`src/design/bca_pkg.sv`:
```
// ----------------------------------------------------------------------------
// bca_pkg
// Shared types and constants of the barometer compensation block.
// ----------------------------------------------------------------------------
package bca_pkg;

    localparam int WINDOW_SAMPLES = 16;
    localparam int RING_AW        = $clog2(WINDOW_SAMPLES);
    localparam int TOTAL_W        = 32 + $clog2(WINDOW_SAMPLES);
    localparam int DIV_W          = 32;
    localparam int DIV_CNT_W      = $clog2(DIV_W + 1);
    localparam int SLOW_W         = 48;
    localparam int ALPHA_BITS     = 11;
    localparam int BIT_W          = $clog2(ALPHA_BITS);
    localparam int ACC_W          = SLOW_W + 16;

    localparam logic [ALPHA_BITS-1:0] SLOW_ALPHA = 11'd1311;
    localparam logic [31:0] COMP_MG   = 32'd3038;
    localparam logic [31:0] COMP_MH   = 32'hFFFF_E343;
    localparam logic [31:0] COMP_MI   = 32'd3791;
    localparam logic [31:0] TEMP_OFS  = 32'd4000;
    localparam logic [31:0] B4_OFS    = 32'd32768;
    localparam logic [31:0] B7_SCALE  = 32'd50000;

    localparam logic [2:0] CFG_AC1_AC2  = 3'd0;
    localparam logic [2:0] CFG_AC3_AC4  = 3'd1;
    localparam logic [2:0] CFG_AC5_AC6  = 3'd2;
    localparam logic [2:0] CFG_B1_B2    = 3'd3;
    localparam logic [2:0] CFG_MC_MD    = 3'd4;
    localparam logic [2:0] CFG_OSS      = 3'd5;

    typedef enum logic [5:0] {
        ST_IDLE  = 6'b000001,
        ST_MUL   = 6'b000010,
        ST_USE   = 6'b000100,
        ST_DIV   = 6'b001000,
        ST_SCALE = 6'b010000,
        ST_DONE  = 6'b100000
    } t_state;

    typedef enum logic [3:0] {
        STP_X1, STP_SQ, STP_B2SQ, STP_AC2, STP_AC3, STP_B1SQ,
        STP_B4, STP_B7, STP_PSQ, STP_PMG, STP_PMH
    } t_step;

    typedef enum logic [1:0] {
        DK_TEMP, DK_PRES, DK_MEAN
    } t_div_kind;

    typedef struct packed {
        logic             start;
        logic [DIV_W-1:0] dividend;
        logic [DIV_W-1:0] divisor;
    } t_div_req;

    typedef struct packed {
        logic             done;
        logic [DIV_W-1:0] quotient;
    } t_div_rsp;

    function automatic logic [31:0] f_sx16(input logic [15:0] v);
        return {{16{v[15]}}, v};
    endfunction

    function automatic logic [31:0] f_asr(input logic [31:0] v, input int unsigned n);
        logic signed [31:0] s;
        s = signed'(v);
        return 32'(s >>> n);
    endfunction

endpackage

```
`src/design/bca_ram.sv`:
```
// ----------------------------------------------------------------------------
// bca_ram
// Generic single write port, single read port RAM with registered read.
// ----------------------------------------------------------------------------
module bca_ram #(
    parameter int WIDTH = 32,
    parameter int DEPTH = 16
) (
    input  logic                     i_clk,
    input  logic                     i_we,
    input  logic [$clog2(DEPTH)-1:0] i_waddr,
    input  logic [WIDTH-1:0]         i_wdata,
    input  logic                     i_re,
    input  logic [$clog2(DEPTH)-1:0] i_raddr,
    output logic [WIDTH-1:0]         o_rdata
);
    logic [WIDTH-1:0] r_mem [DEPTH];
    logic [WIDTH-1:0] r_rdata;

    always_ff @(posedge i_clk) begin
        if (i_we) begin
            r_mem[i_waddr] <= i_wdata;
        end
        if (i_re) begin
            r_rdata <= r_mem[i_raddr];
        end
    end

    assign o_rdata = r_rdata;
endmodule

```
`src/design/bca_div.sv`:
```
// ----------------------------------------------------------------------------
// bca_div
// Restoring unsigned divider, one quotient bit per cycle.
// ----------------------------------------------------------------------------
module bca_div (
    input  logic              i_clk,
    input  logic              i_rst_n,
    input  bca_pkg::t_div_req i_req,
    output bca_pkg::t_div_rsp o_rsp
);
    import bca_pkg::*;

    logic [DIV_W-1:0]     r_rem, n_rem;
    logic [DIV_W-1:0]     r_quo, n_quo;
    logic [DIV_W-1:0]     r_den, n_den;
    logic [DIV_CNT_W-1:0] r_cnt, n_cnt;
    logic                 r_busy, n_busy;
    logic                 r_done, n_done;
    logic [DIV_W:0]       w_sh;
    logic [DIV_W:0]       w_sub;

    always_comb begin
        n_rem  = r_rem;
        n_quo  = r_quo;
        n_den  = r_den;
        n_cnt  = r_cnt;
        n_busy = r_busy;
        n_done = 1'b0;
        w_sh   = {r_rem, r_quo[DIV_W-1]};
        w_sub  = w_sh - {1'b0, r_den};
        if (i_req.start) begin
            n_rem  = '0;
            n_quo  = i_req.dividend;
            n_den  = i_req.divisor;
            n_cnt  = DIV_CNT_W'(DIV_W);
            n_busy = 1'b1;
        end else if (r_busy) begin
            if (!w_sub[DIV_W]) begin
                n_rem = w_sub[DIV_W-1:0];
                n_quo = {r_quo[DIV_W-2:0], 1'b1};
            end else begin
                n_rem = w_sh[DIV_W-1:0];
                n_quo = {r_quo[DIV_W-2:0], 1'b0};
            end
            n_cnt = r_cnt - 1'b1;
            if (r_cnt == DIV_CNT_W'(1)) begin
                n_busy = 1'b0;
                n_done = 1'b1;
            end
        end
    end

    always_ff @(posedge i_clk) begin
        if (!i_rst_n) begin
            r_busy <= 1'b0;
            r_done <= 1'b0;
            r_cnt  <= '0;
        end else begin
            r_busy <= n_busy;
            r_done <= n_done;
            r_cnt  <= n_cnt;
        end
        r_rem <= n_rem;
        r_quo <= n_quo;
        r_den <= n_den;
    end

    assign o_rsp.done     = r_done;
    assign o_rsp.quotient = r_quo;
endmodule

```
`src/design/barometer_compensation_average.sv`:
```
// ----------------------------------------------------------------------------
// barometer_compensation_average
// Pressure and temperature compensation with moving and slow pressure mean.
// ----------------------------------------------------------------------------
// Input channel (i_valid/o_ready) takes one word: raw temperature and raw
// pressure. Output channel (o_valid/i_ready) gives one word per input: the
// compensated temperature, pressure, moving mean, slow Q.16 average and the
// divide fault flag. Configuration words (i_cfg_valid/o_cfg_ready) load the
// calibration pairs and the oversampling code; the port is always ready, and
// the user must write it only while the block is idle; the block does not enforce this.
// One word is processed at a time. Between acceptance and o_valid the word
// makes eleven passes through the shared 32x32 multiplier, two runs of the
// serial divider (temperature term and pressure quotient), the window mean
// and alpha scaling over the eleven alpha bits. A zero divisor skips its
// divider run. o_ready is low from acceptance until the result word is
// taken; a stalled receiver holds the result and the block. Reset clears
// the sample window, the running sum and the slow average, and sets
// oversampling to 3.
// ----------------------------------------------------------------------------
module barometer_compensation_average (
    input  logic        i_clk,
    input  logic        i_rst_n,
    input  logic        i_cfg_valid,
    output logic        o_cfg_ready,
    input  logic [2:0]  i_cfg_index,
    input  logic [31:0] i_cfg_data,
    input  logic        i_valid,
    output logic        o_ready,
    input  logic [15:0] i_raw_temperature,
    input  logic [23:0] i_raw_pressure,
    output logic        o_valid,
    input  logic        i_ready,
    output logic signed [15:0] o_temperature_decideg,
    output logic signed [31:0] o_pressure_pa,
    output logic signed [31:0] o_pressure_mean_pa,
    output logic signed [47:0] o_pressure_slow_q16,
    output logic        o_divide_fault
);
    import bca_pkg::*;

    logic [31:0] r_c0, r_c1, r_c2, r_c3, r_c4;
    logic [1:0]  r_oss;

    t_state      r_state, n_state;
    t_step       r_step, n_step;
    t_div_kind   r_kind, n_kind;
    logic [31:0] r_up, n_up;
    logic [15:0] r_ut, n_ut;
    logic [31:0] r_x1, n_x1, r_b5, n_b5, r_b6, n_b6, r_sq, n_sq;
    logic [31:0] r_x3, n_x3, r_b3, n_b3, r_b4, n_b4, r_b7, n_b7;
    logic [31:0] r_p, n_p, r_tmp, n_tmp, r_prod, n_prod, r_mean, n_mean;
    logic        r_sign, n_sign, r_fault, n_fault;
    logic [TOTAL_W-1:0]        r_total, n_total;
    logic [RING_AW-1:0]        r_pos, n_pos;
    logic [WINDOW_SAMPLES-1:0] r_vld, n_vld;
    logic [SLOW_W-1:0]         r_slow, n_slow;
    logic [ACC_W-1:0]          r_diff, n_diff, r_acc, n_acc;
    logic [BIT_W-1:0]          r_bit, n_bit;

    logic [31:0] w_ac1, w_ac2, w_ac3, w_ac4, w_ac5, w_ac6;
    logic [31:0] w_b1, w_b2, w_mc, w_md;
    logic [31:0] w_ma, w_mb, w_prod;
    logic [31:0] w_den, w_num, w_q32, w_x2, w_x3v, w_pn, w_old, w_t8;
    logic [TOTAL_W-1:0] w_tn, w_tq;
    logic [31:0]        w_mean;
    logic [ACC_W-1:0]   w_acc;
    logic [31:0]        w_ram_rdata;
    logic               w_ram_we, w_ram_re;
    t_div_req           w_req;
    t_div_rsp           w_rsp;

    assign w_ac1 = f_sx16(r_c0[31:16]);
    assign w_ac2 = f_sx16(r_c0[15:0]);
    assign w_ac3 = f_sx16(r_c1[31:16]);
    assign w_ac4 = {16'd0, r_c1[15:0]};
    assign w_ac5 = {16'd0, r_c2[31:16]};
    assign w_ac6 = {16'd0, r_c2[15:0]};
    assign w_b1  = f_sx16(r_c3[31:16]);
    assign w_b2  = f_sx16(r_c3[15:0]);
    assign w_mc  = f_sx16(r_c4[31:16]);
    assign w_md  = f_sx16(r_c4[15:0]);

    always_ff @(posedge i_clk) begin
        if (!i_rst_n) begin
            r_c0  <= '0;
            r_c1  <= '0;
            r_c2  <= '0;
            r_c3  <= '0;
            r_c4  <= '0;
            r_oss <= 2'd3;
        end else if (i_cfg_valid) begin
            case (i_cfg_index)
                CFG_AC1_AC2: r_c0  <= i_cfg_data;
                CFG_AC3_AC4: r_c1  <= i_cfg_data;
                CFG_AC5_AC6: r_c2  <= i_cfg_data;
                CFG_B1_B2:   r_c3  <= i_cfg_data;
                CFG_MC_MD:   r_c4  <= i_cfg_data;
                CFG_OSS:     r_oss <= i_cfg_data[1:0];
                default:     ;
            endcase
        end
    end

    always_comb begin
        case (r_step)
            STP_X1:   begin w_ma = {16'd0, r_ut} - w_ac6; w_mb = w_ac5; end
            STP_SQ:   begin w_ma = r_b6;                 w_mb = r_b6;  end
            STP_B2SQ: begin w_ma = w_b2;                 w_mb = r_sq;  end
            STP_AC2:  begin w_ma = w_ac2;                w_mb = r_b6;  end
            STP_AC3:  begin w_ma = w_ac3;                w_mb = r_b6;  end
            STP_B1SQ: begin w_ma = w_b1;                 w_mb = r_sq;  end
            STP_B4:   begin w_ma = w_ac4;                w_mb = r_x3 + B4_OFS; end
            STP_B7:   begin w_ma = r_up - r_b3;          w_mb = B7_SCALE >> r_oss; end
            STP_PSQ:  begin w_ma = r_x1;                 w_mb = r_x1;  end
            STP_PMG:  begin w_ma = r_tmp;                w_mb = COMP_MG; end
            STP_PMH:  begin w_ma = COMP_MH;              w_mb = r_p;   end
            default:  begin w_ma = '0;                   w_mb = '0;    end
        endcase
        w_prod = w_ma * w_mb;
    end

    assign w_den  = f_asr(r_prod, 15) + w_md;
    assign w_num  = w_mc << 11;
    assign w_q32  = w_rsp.quotient[31:0];
    assign w_x2   = r_sign ? (32'd0 - w_q32) : w_q32;
    assign w_x3v  = r_x3 + f_asr(r_prod, 11);
    assign w_pn   = r_p + f_asr(r_x1 + f_asr(r_prod, 16) + COMP_MI, 4);
    assign w_old  = r_vld[r_pos] ? w_ram_rdata : 32'd0;
    assign w_tn   = r_total + {{(TOTAL_W-32){w_pn[31]}}, w_pn}
                  - {{(TOTAL_W-32){w_old[31]}}, w_old};
    assign w_tq   = r_total + (r_total[TOTAL_W-1] ? TOTAL_W'(WINDOW_SAMPLES - 1) : '0);
    assign w_mean = w_tq[RING_AW +: 32];
    assign w_acc  = r_acc + (SLOW_ALPHA[r_bit] ? r_diff : '0);
    assign w_t8   = r_b5 + 32'd8;

    always_comb begin
        n_state = r_state;
        n_step  = r_step;
        n_kind  = r_kind;
        n_up    = r_up;
        n_ut    = r_ut;
        n_x1    = r_x1;
        n_b5    = r_b5;
        n_b6    = r_b6;
        n_sq    = r_sq;
        n_x3    = r_x3;
        n_b3    = r_b3;
        n_b4    = r_b4;
        n_b7    = r_b7;
        n_p     = r_p;
        n_tmp   = r_tmp;
        n_prod  = r_prod;
        n_mean  = r_mean;
        n_sign  = r_sign;
        n_fault = r_fault;
        n_total = r_total;
        n_pos   = r_pos;
        n_vld   = r_vld;
        n_slow  = r_slow;
        n_diff  = r_diff;
        n_acc   = r_acc;
        n_bit   = r_bit;
        w_req   = '0;
        w_ram_we = 1'b0;
        w_ram_re = 1'b0;
        case (r_state)
            ST_IDLE: begin
                if (i_valid) begin
                    n_ut     = i_raw_temperature;
                    n_up     = 32'({8'd0, i_raw_pressure} >> (4'd8 - {2'd0, r_oss}));
                    n_fault  = 1'b0;
                    n_step   = STP_X1;
                    w_ram_re = 1'b1;
                    n_state  = ST_MUL;
                end
            end
            ST_MUL: begin
                n_prod  = w_prod;
                n_state = ST_USE;
            end
            ST_USE: begin
                n_state = ST_MUL;
                case (r_step)
                    STP_X1: begin
                        n_x1 = f_asr(r_prod, 15);
                        if (w_den == 32'd0) begin
                            n_fault = 1'b1;
                            n_b5    = f_asr(r_prod, 15);
                            n_b6    = f_asr(r_prod, 15) - TEMP_OFS;
                            n_step  = STP_SQ;
                        end else begin
                            n_sign   = w_mc[31] ^ w_den[31];
                            w_req.start    = 1'b1;
                            w_req.dividend = DIV_W'(w_mc[31] ? (32'd0 - w_num) : w_num);
                            w_req.divisor  = DIV_W'(w_den[31] ? (32'd0 - w_den) : w_den);
                            n_kind  = DK_TEMP;
                            n_state = ST_DIV;
                        end
                    end
                    STP_SQ: begin
                        n_sq   = f_asr(r_prod, 12);
                        n_step = STP_B2SQ;
                    end
                    STP_B2SQ: begin
                        n_x3   = f_asr(r_prod, 11);
                        n_step = STP_AC2;
                    end
                    STP_AC2: begin
                        n_b3   = f_asr((((w_ac1 << 2) + w_x3v) << r_oss) + 32'd2, 2);
                        n_step = STP_AC3;
                    end
                    STP_AC3: begin
                        n_x3   = f_asr(r_prod, 13);
                        n_step = STP_B1SQ;
                    end
                    STP_B1SQ: begin
                        n_x3   = f_asr(r_x3 + f_asr(r_prod, 16) + 32'd2, 2);
                        n_step = STP_B4;
                    end
                    STP_B4: begin
                        n_b4   = r_prod >> 15;
                        n_step = STP_B7;
                    end
                    STP_B7: begin
                        n_b7 = r_prod;
                        if (r_b4 == 32'd0) begin
                            n_fault = 1'b1;
                            n_p     = 32'd0;
                            n_x1    = 32'd0;
                            n_step  = STP_PSQ;
                        end else begin
                            w_req.start    = 1'b1;
                            w_req.dividend = DIV_W'(r_prod[31] ? r_prod : (r_prod << 1));
                            w_req.divisor  = DIV_W'(r_b4);
                            n_kind  = DK_PRES;
                            n_state = ST_DIV;
                        end
                    end
                    STP_PSQ: begin
                        n_tmp  = r_prod;
                        n_step = STP_PMG;
                    end
                    STP_PMG: begin
                        n_x1   = f_asr(r_prod, 16);
                        n_step = STP_PMH;
                    end
                    STP_PMH: begin
                        n_p      = w_pn;
                        n_total  = w_tn;
                        w_ram_we = 1'b1;
                        n_vld[r_pos] = 1'b1;
                        n_pos    = (r_pos == RING_AW'(WINDOW_SAMPLES - 1)) ? '0 : r_pos + 1'b1;
                        n_kind   = DK_MEAN;
                        n_state  = ST_DIV;
                    end
                    default: n_state = ST_IDLE;
                endcase
            end
            ST_DIV: begin
                if (r_kind == DK_MEAN) begin
                    n_mean  = w_mean;
                    n_diff  = ({{(ACC_W-32){w_mean[31]}}, w_mean} << 16)
                            - {{(ACC_W-SLOW_W){r_slow[SLOW_W-1]}}, r_slow};
                    n_acc   = '0;
                    n_bit   = '0;
                    n_state = ST_SCALE;
                end else if (w_rsp.done) begin
                    case (r_kind)
                        DK_TEMP: begin
                            n_b5    = r_x1 + w_x2;
                            n_b6    = r_x1 + w_x2 - TEMP_OFS;
                            n_step  = STP_SQ;
                            n_state = ST_MUL;
                        end
                        DK_PRES: begin
                            n_p     = r_b7[31] ? (w_q32 << 1) : w_q32;
                            n_x1    = f_asr(r_b7[31] ? (w_q32 << 1) : w_q32, 8);
                            n_step  = STP_PSQ;
                            n_state = ST_MUL;
                        end
                        default: n_state = ST_IDLE;
                    endcase
                end
            end
            ST_SCALE: begin
                n_acc  = w_acc;
                n_diff = r_diff << 1;
                n_bit  = r_bit + 1'b1;
                if (r_bit == BIT_W'(ALPHA_BITS - 1)) begin
                    n_slow  = r_slow + w_acc[16 +: SLOW_W];
                    n_state = ST_DONE;
                end
            end
            ST_DONE: begin
                if (i_ready) begin
                    n_state = ST_IDLE;
                end
            end
            default: n_state = ST_IDLE;
        endcase
    end

    always_ff @(posedge i_clk) begin
        if (!i_rst_n) begin
            r_state <= ST_IDLE;
            r_step  <= STP_X1;
            r_kind  <= DK_TEMP;
            r_total <= '0;
            r_pos   <= '0;
            r_vld   <= '0;
            r_slow  <= '0;
            r_bit   <= '0;
        end else begin
            r_state <= n_state;
            r_step  <= n_step;
            r_kind  <= n_kind;
            r_total <= n_total;
            r_pos   <= n_pos;
            r_vld   <= n_vld;
            r_slow  <= n_slow;
            r_bit   <= n_bit;
        end
        r_up    <= n_up;
        r_ut    <= n_ut;
        r_x1    <= n_x1;
        r_b5    <= n_b5;
        r_b6    <= n_b6;
        r_sq    <= n_sq;
        r_x3    <= n_x3;
        r_b3    <= n_b3;
        r_b4    <= n_b4;
        r_b7    <= n_b7;
        r_p     <= n_p;
        r_tmp   <= n_tmp;
        r_prod  <= n_prod;
        r_mean  <= n_mean;
        r_sign  <= n_sign;
        r_fault <= n_fault;
        r_diff  <= n_diff;
        r_acc   <= n_acc;
    end

    bca_ram #(
        .WIDTH (32),
        .DEPTH (WINDOW_SAMPLES)
    ) u_ring (
        .i_clk   (i_clk),
        .i_we    (w_ram_we),
        .i_waddr (r_pos),
        .i_wdata (w_pn),
        .i_re    (w_ram_re),
        .i_raddr (r_pos),
        .o_rdata (w_ram_rdata)
    );

    bca_div u_div (
        .i_clk   (i_clk),
        .i_rst_n (i_rst_n),
        .i_req   (w_req),
        .o_rsp   (w_rsp)
    );

    assign o_cfg_ready           = 1'b1;
    assign o_ready               = (r_state == ST_IDLE);
    assign o_valid               = (r_state == ST_DONE);
    assign o_temperature_decideg = signed'(w_t8[19:4]);
    assign o_pressure_pa         = signed'(r_p);
    assign o_pressure_mean_pa    = signed'(r_mean);
    assign o_pressure_slow_q16   = signed'(r_slow);
    assign o_divide_fault        = r_fault;
endmodule

```
`config.mk`:
```
export PLATFORM = sky130hd
export DESIGN_NAME = barometer_compensation_average
export DESIGN_NICKNAME = d
export VERILOG_FILES = /design/src/design/bca_pkg.sv /design/src/design/bca_ram.sv /design/src/design/bca_div.sv /design/src/design/barometer_compensation_average.sv
export SDC_FILE = /design/constraint.sdc
export NUM_CORES = 2
export LEC_CHECK = 0
export BUFFER_PORTS_ARGS = -buffer_cell sky130_fd_sc_hd__buf_2
export CORE_MARGIN = 8
export CORE_UTILIZATION = 35
export DETAILED_ROUTE_END_ITERATION = 16
export PLACE_DENSITY = 0.53
export SLEW_MARGIN = 20
export SYNTH_ARGS = -nofsm -noshare
export SYNTH_HDL_FRONTEND = slang
export SYNTH_SLANG_ARGS = --single-unit
```
`constraint.sdc`:
```
create_clock -name i_clk -period 14.4 [get_ports i_clk]
set_input_delay 0.72 -clock i_clk [delete_from_list [all_inputs] [get_ports i_clk]]
set_output_delay 0.72 -clock i_clk [all_outputs]
set_load 0.01 [all_outputs]
```
== Word level (Yosys, flattened, before mapping) ==
Memories as Yosys holds them, arrays and structs flattened. A register that Yosys moved wholly into a read port is not among the register bits.
Index checks and enable logic that the tools add are counted.
Storage, ports and cells
  register bits after elaboration: 907
  bits in writable memories: 512
  ROM bits: 16
  input port bits: 80
  output and inout port bits: 132
  logic and storage cells: 267
  memories kept: 2
Memory list
  u_ring.r_mem: words 16, bits a word 32, read ports 1, clocked after Yosys merged registers in 1, wr ports 1, RTL line bca_ram.sv:17  | logic [WIDTH-1:0] r_mem [DEPTH];
  (no name shown): words 16, bits a word 1, read ports 1, clocked after Yosys merged registers in 1, wr ports 0, RTL line barometer_compensation_average.sv:133  | assign w_acc = r_acc + (SLOW_ALPHA[r_bit] ? r_diff : '0);
Cells by class
  add/subtract/negate cells: 30
  $mul: 1
  $lt $le $gt $ge: 3
  equality and inequality tests: 46
  shift-type cells: 3
  mux-type cells: 94
  bitwise gates (word level): 5
  reductions and logical operators: 44
Operators by type and width (count)
  two-way mux 32 bit: 21
  one-hot mux 32 bit (11 select lines): 1
  one-hot mux 32 bit (2 select lines): 4
  one-hot mux 32 bit (8 select lines): 1
  one-hot mux 64 bit (2 select lines): 2
  two-way mux 65 bit: 3
  adder 32 bit: 6
  two-way mux 64 bit: 3
  one-hot mux 32 bit (3 select lines): 2
  one-hot mux 65 bit (2 select lines): 1
  two-way mux 20 bit: 5
  adder 32 x 2 -> 32 bit, second input constant: 2
  adder 64 bit: 1
  zero test 32 bit: 2
  subtractor 48 x 48 -> 49 bit: 1
  adder 48 bit: 1
  two-way mux 4 bit: 12
  two-way mux 6 bit: 7
  one-hot mux 20 bit (2 select lines): 1
  one-hot mux 4 bit (10 select lines): 1
  adder 36 bit: 1
  adder 36 x 4 -> 36 bit: 1
  one-hot mux 6 bit (6 select lines): 1
  subtractor 36 bit: 1
  69 further kinds: 145

== Depth between registers and ports, before layout ==
  word-level depth: 8
  depth in mapped cells: 46
  mapped depth without buffers: 46

== Modules after synthesis ==
From an unflattened synthesis, not the netlist that was laid out.
Unflattened totals
  cells, all modules: 9741
  area, all modules: 98436.9 um2
Modules (own cells, without submodules)
  barometer_compensation_average: times used 1, cells an instance 8324, area each 72269.3 um2, sequential area each 19688.9 um2
  bca_ram: times used 1, cells an instance 838, area each 20155.6 um2, sequential area each 16335.7 um2
  bca_div: times used 1, cells an instance 579, area each 6012.0 um2, sequential area each 2722.6 um2

== Worst setup path after synthesis ==
OpenSTA, ideal clock, no wires.
  path kind: reg-to-reg
  from: reg r_b3[1]
  to: reg r_prod[31], data pin
  setup time: 0.260 ns
  arrival time: 10.903 ns
  required time: 14.140 ns
  path slack: 3.237 ns
  stages on the path, launching flop included: 44
  buffers on the path: 0
  clock period less this slack: 11.163 ns
  path through: edfxtp_1 > inv_1 > ha_1 > nor2b_1 > o2111a_1 > o31a_1 > o41ai_2 > o211ai_1 > and3_1 > o311ai_1 > mux2i_1 > and2_1 > o41a_1 > nand2b_1 > xnor2_1 > o21ai_1 > nand2_1 > fa_1 > (+8 left out) > fa_1 > xnor2_1 > xnor2_1 > xnor2_1 > xnor3_1 > xnor2_1 > xnor2_1 > xnor2_1 > xor2_1 > xor3_1 > xnor3_1 > xnor3_1 > xnor2_1 > xnor3_1 > xnor2_1 > xnor2_1 > xnor2_1 > xnor2_1
On the way
  longest elaborated chain between the ends: 3
RTL lines
  start, declared: RTL line barometer_compensation_average.sv:50  | logic [31:0] r_x3, n_x3, r_b3, n_b3, r_b4, n_b4, r_b7, n_b7;
  start signal, assigned: RTL line barometer_compensation_average.sv:330  | r_b3 <= n_b3;
  subtractor 32 bit: RTL line barometer_compensation_average.sv:113  | STP_B7: begin w_ma = r_up - r_b3; w_mb = B7_SCALE >> r_oss; end
  one-hot mux 32 bit (11 select lines): RTL line barometer_compensation_average.sv:105  | case (r_step)
  multiplier 32 x 32 -> 32 bit: RTL line barometer_compensation_average.sv:119  | w_prod = w_ma * w_mb;
  net w_prod[31]: RTL line barometer_compensation_average.sv:62  | logic [31:0] w_ma, w_mb, w_prod;
  end signal, assigned: RTL line barometer_compensation_average.sv:335  | r_prod <= n_prod;
  end, declared: RTL line barometer_compensation_average.sv:51  | logic [31:0] r_p, n_p, r_tmp, n_tmp, r_prod, n_prod, r_mean, n_mean;
The timed path passes the listed nets, and every way through them passes these cells.
A chain may end at the register's enable or synchronous reset.

== Worst setup path after layout ==
  from: reg r_ut[0]
  to: reg r_prod[31], data pin
On the way
  longest elaborated chain between the ends: 3
RTL lines
  start, declared: RTL line barometer_compensation_average.sv:48  | logic [15:0] r_ut, n_ut;
  start signal, assigned: RTL line barometer_compensation_average.sv:324  | r_ut <= n_ut;
  subtractor 16 x 16 -> 17 bit: RTL line barometer_compensation_average.sv:106  | STP_X1: begin w_ma = {16'd0, r_ut} - w_ac6; w_mb = w_ac5; end
  one-hot mux 32 bit (11 select lines): RTL line barometer_compensation_average.sv:105
  multiplier 32 x 32 -> 32 bit: RTL line barometer_compensation_average.sv:119
  net w_prod[31]: RTL line barometer_compensation_average.sv:62
The timed path passes the listed nets, and every way through them passes these cells.

==> flow_summary.yaml <==
sta:
  final_hold_viol_count: 0
  drv_slew: 0
  period_share: 0.8837
  clock_skew_ns: 0.1069
  fin_tns_setup_ns: 0
  rsz0062_at_grt: "false"
  slew_headroom: 0.1257
  fin_ws_ns: 1.675
  min_period_ns: 12.72
  final-setup-viol-count: 0
  max_freq_ghz: 0.07859
  worstMarginPinSlew_ns: 1.303
cells_and_area:
  nets: 10700
  utilization: 0.3938
  multi_input_area_sq_um: 54680
  area_delta_synth_final_pct: 12.07
  final_layout_size_suffix_gt1_frac: 0.1076
  regArea_sq_um: 38380
  nFillCells: 27070
worst_setup_path:
  cpMostUsedCell: "xnor2_1"
  path_class: "flip-flop to flip-flop"
  worstPathBufferInverterCount: 2
  cpPeakStageDelay_ns: 0.69
  path_delay_family: "adder cells"
  cp_max_fo: 10
  slowest_stage: "a21boi_1"
  cp.required_ns: 14.97
  arrival_ns: 13.29
  end_kind: "flip-flop"
  start_kind: "flip-flop"
drt:
  drc: 0
  drt_wl_total_um: 345500
  vias: 73990
  ant_nets: 0
  first_iter_violations: 7763
  routedWlPerCell_um: 25.82
  via_per_inst: 5.529
  dr.pass1.iters: 6
flow_run:
  cap_violations: 0
grt:
  grt_pass1_vias: 72210
  gr-usage-met3: 0.04401
  grt_first_pass_wirelength_um: 500600
  use_met2: 0.3450
  overflow: 0
  grtUsageTotal: 0.2274
  met1_usage: 0.3239
  antenna_found_initial: 34
  grt_max_degree: 208
  busiest_layer: "met2"
synthesis:
  ys_seq_area_frac: 0.3952
  synth_most_common_cell: "nand2_1"
  synth_edf_count: 1062
  syn-cell-area_sq_um: 97060
  synth-seq-cells: 1385
  synth-warning-count: 0
  synth_area_leaders: "edfxtp_1 33%, fa_1 9.9%, ha_1 7.9%"
  synth_cells: 9344
  yosys.area.top_type: "edfxtp_1"
  async_flop_share: 0
  ys_top_cells_by_count: "1109 x nand2_1, 1062 x edfxtp_1, 791 x inv_1"
  syn_area_per_cell_sq_um: 10.39
  synth_top_cell_area_share: 0.3286
  synth_ff_type: "edfxtp_1"
  synthDistinctLibCells: 105
cts:
  post_cts_resize_count: 0
  clk_latency_ns: 0.88
  clk_pin_slew_ns: 0.06
  clock-sinks: 1385
  cts_setup_buffers: 0
  cts_root_buffer: "clkbuf_16"
  clock_path_buffers: 4
  cts_buffers: 172
  htreeDepth: 4
  cts_tree: "done"
  ctsHoldBuffers: 0
placement:
  routabilityCongestion: 0.9930
  dp_hpwl_um: 256700
  pre_cts_slack_ns: 1.756
  portBuffers: 206
floorplan:
  coreArea_sq_um: 276300
  boundaryPins: 212
  die_area_sq_um: 294400
  die_h_um: 542.6
  initial_utilization: 0.3513
  fp.dieW_um: 542.6
  rows: 193
hold_path:
  hold_path.class: "input port to flip-flop"
outcome:
  status: "finished clean"
[layer usage]
metal | routed length [um] | share of wire | vias to the layer above
met5 | 46 | 0.00013 | -
met2 | 148500 | 0.43 | 2946
met3 | 28200 | 0.082 | 572
met1 | 154400 | 0.45 | 37080
met4 | 14350 | 0.042 | 8
li1 | - | - | 33390
[per-stage QoR]
stage	hold slack [ns]	cell area, sq um	instances
detailed placement	0.4478	103200	13050
finish	0.1170	108800	13380
CTS	0.06385	108700	13360
global route	0.07719	108800	13370
floorplan	0.4354	97080	9348
global placement	0.4417	103200	13050
[sequential cells by signal, summed over array words and instances (netlist names), 32 cells and up, named ones only]
signal / cells
r_tmp: 32
u_div.r_rem: 32
r_c1: 32
r_c4: 32
u_div.r_quo: 32
r_diff: 64
o_pressure_pa: 32
u_ring.o_rdata: 32
r_c0: 32
o_pressure_mean_pa: 32
r_prod: 32
r_c2: 32
r_acc: 64
o_pressure_slow_q16: 48
r_total: 36
u_ring.r_mem: 512
r_c3: 32
[area by class of cell]
type                            instances  share of cell area
Timing Repair Buffer                  407             0.02366
Inverter                              794             0.02744
Sequential cell                      1385              0.3528
Antenna cell                           22           0.0005061
Tap cell                             3705             0.04262
Multi-Input combinational cell       6763              0.5027
Clock inverter                         77            0.006027
Clock buffer                          228             0.04426
[kinds of logic after synthesis]
| family | Yosys count | synth area share |
|---|---|---|
| multiplexers | 356 | 0.05965 |
| buffers and inverters | 1200 | 0.04688 |
| flip-flops | 1385 | 0.3952 |
| AO/OA/AOI/OAI | 1965 | 0.1339 |
| XOR/XNOR | 610 | 0.05627 |
| AND/OR/NAND/NOR | 2733 | 0.1299 |
| adder cells (fa/ha/maj) | 1093 | 0.1781 |
| other | 2 | 0.00007737 |
[worst paths after layout]
path	cells past startpoint	endpoint	slack [ns]	startpoint
setup / recovery	40	r_prod[31]	1.68	r_ut[0]
hold / removal	1	r_ut[2]	0.12	i_raw_temperature[2]
setup reg to reg	40	r_prod[31]	1.68	r_ut[0]
hold reg to reg	1	r_vld[11]	0.46	r_vld[11]
[cells in the final DEF, fill, tap and decap left out, types with 52 or more instances in the layout]
master	n
nand2_1	1106
and2_1	241
a211oi_1	65
a31oi_1	58
buf_2	205
xnor2_1	393
o21bai_1	65
edfxtp_1	1062
dfxtp_1	313
fa_1	481
xor2_1	192
nand3_1	167
buf_4	199
ha_1	612
inv_1	789
mux4_2	174
nand2b_1	95
clkbuf_16	180
mux2i_1	146
a21oi_1	410
nor2_1	634
a21o_1	171
a21boi_0	197
o21a_1	90
and3_1	52
nor3_1	94
nor2b_1	71
o21ai_0	420
a22oi_1	84
Power is not shown: default switching activity piles up to over one toggle a cycle in this logic, so the estimate is an artifact.
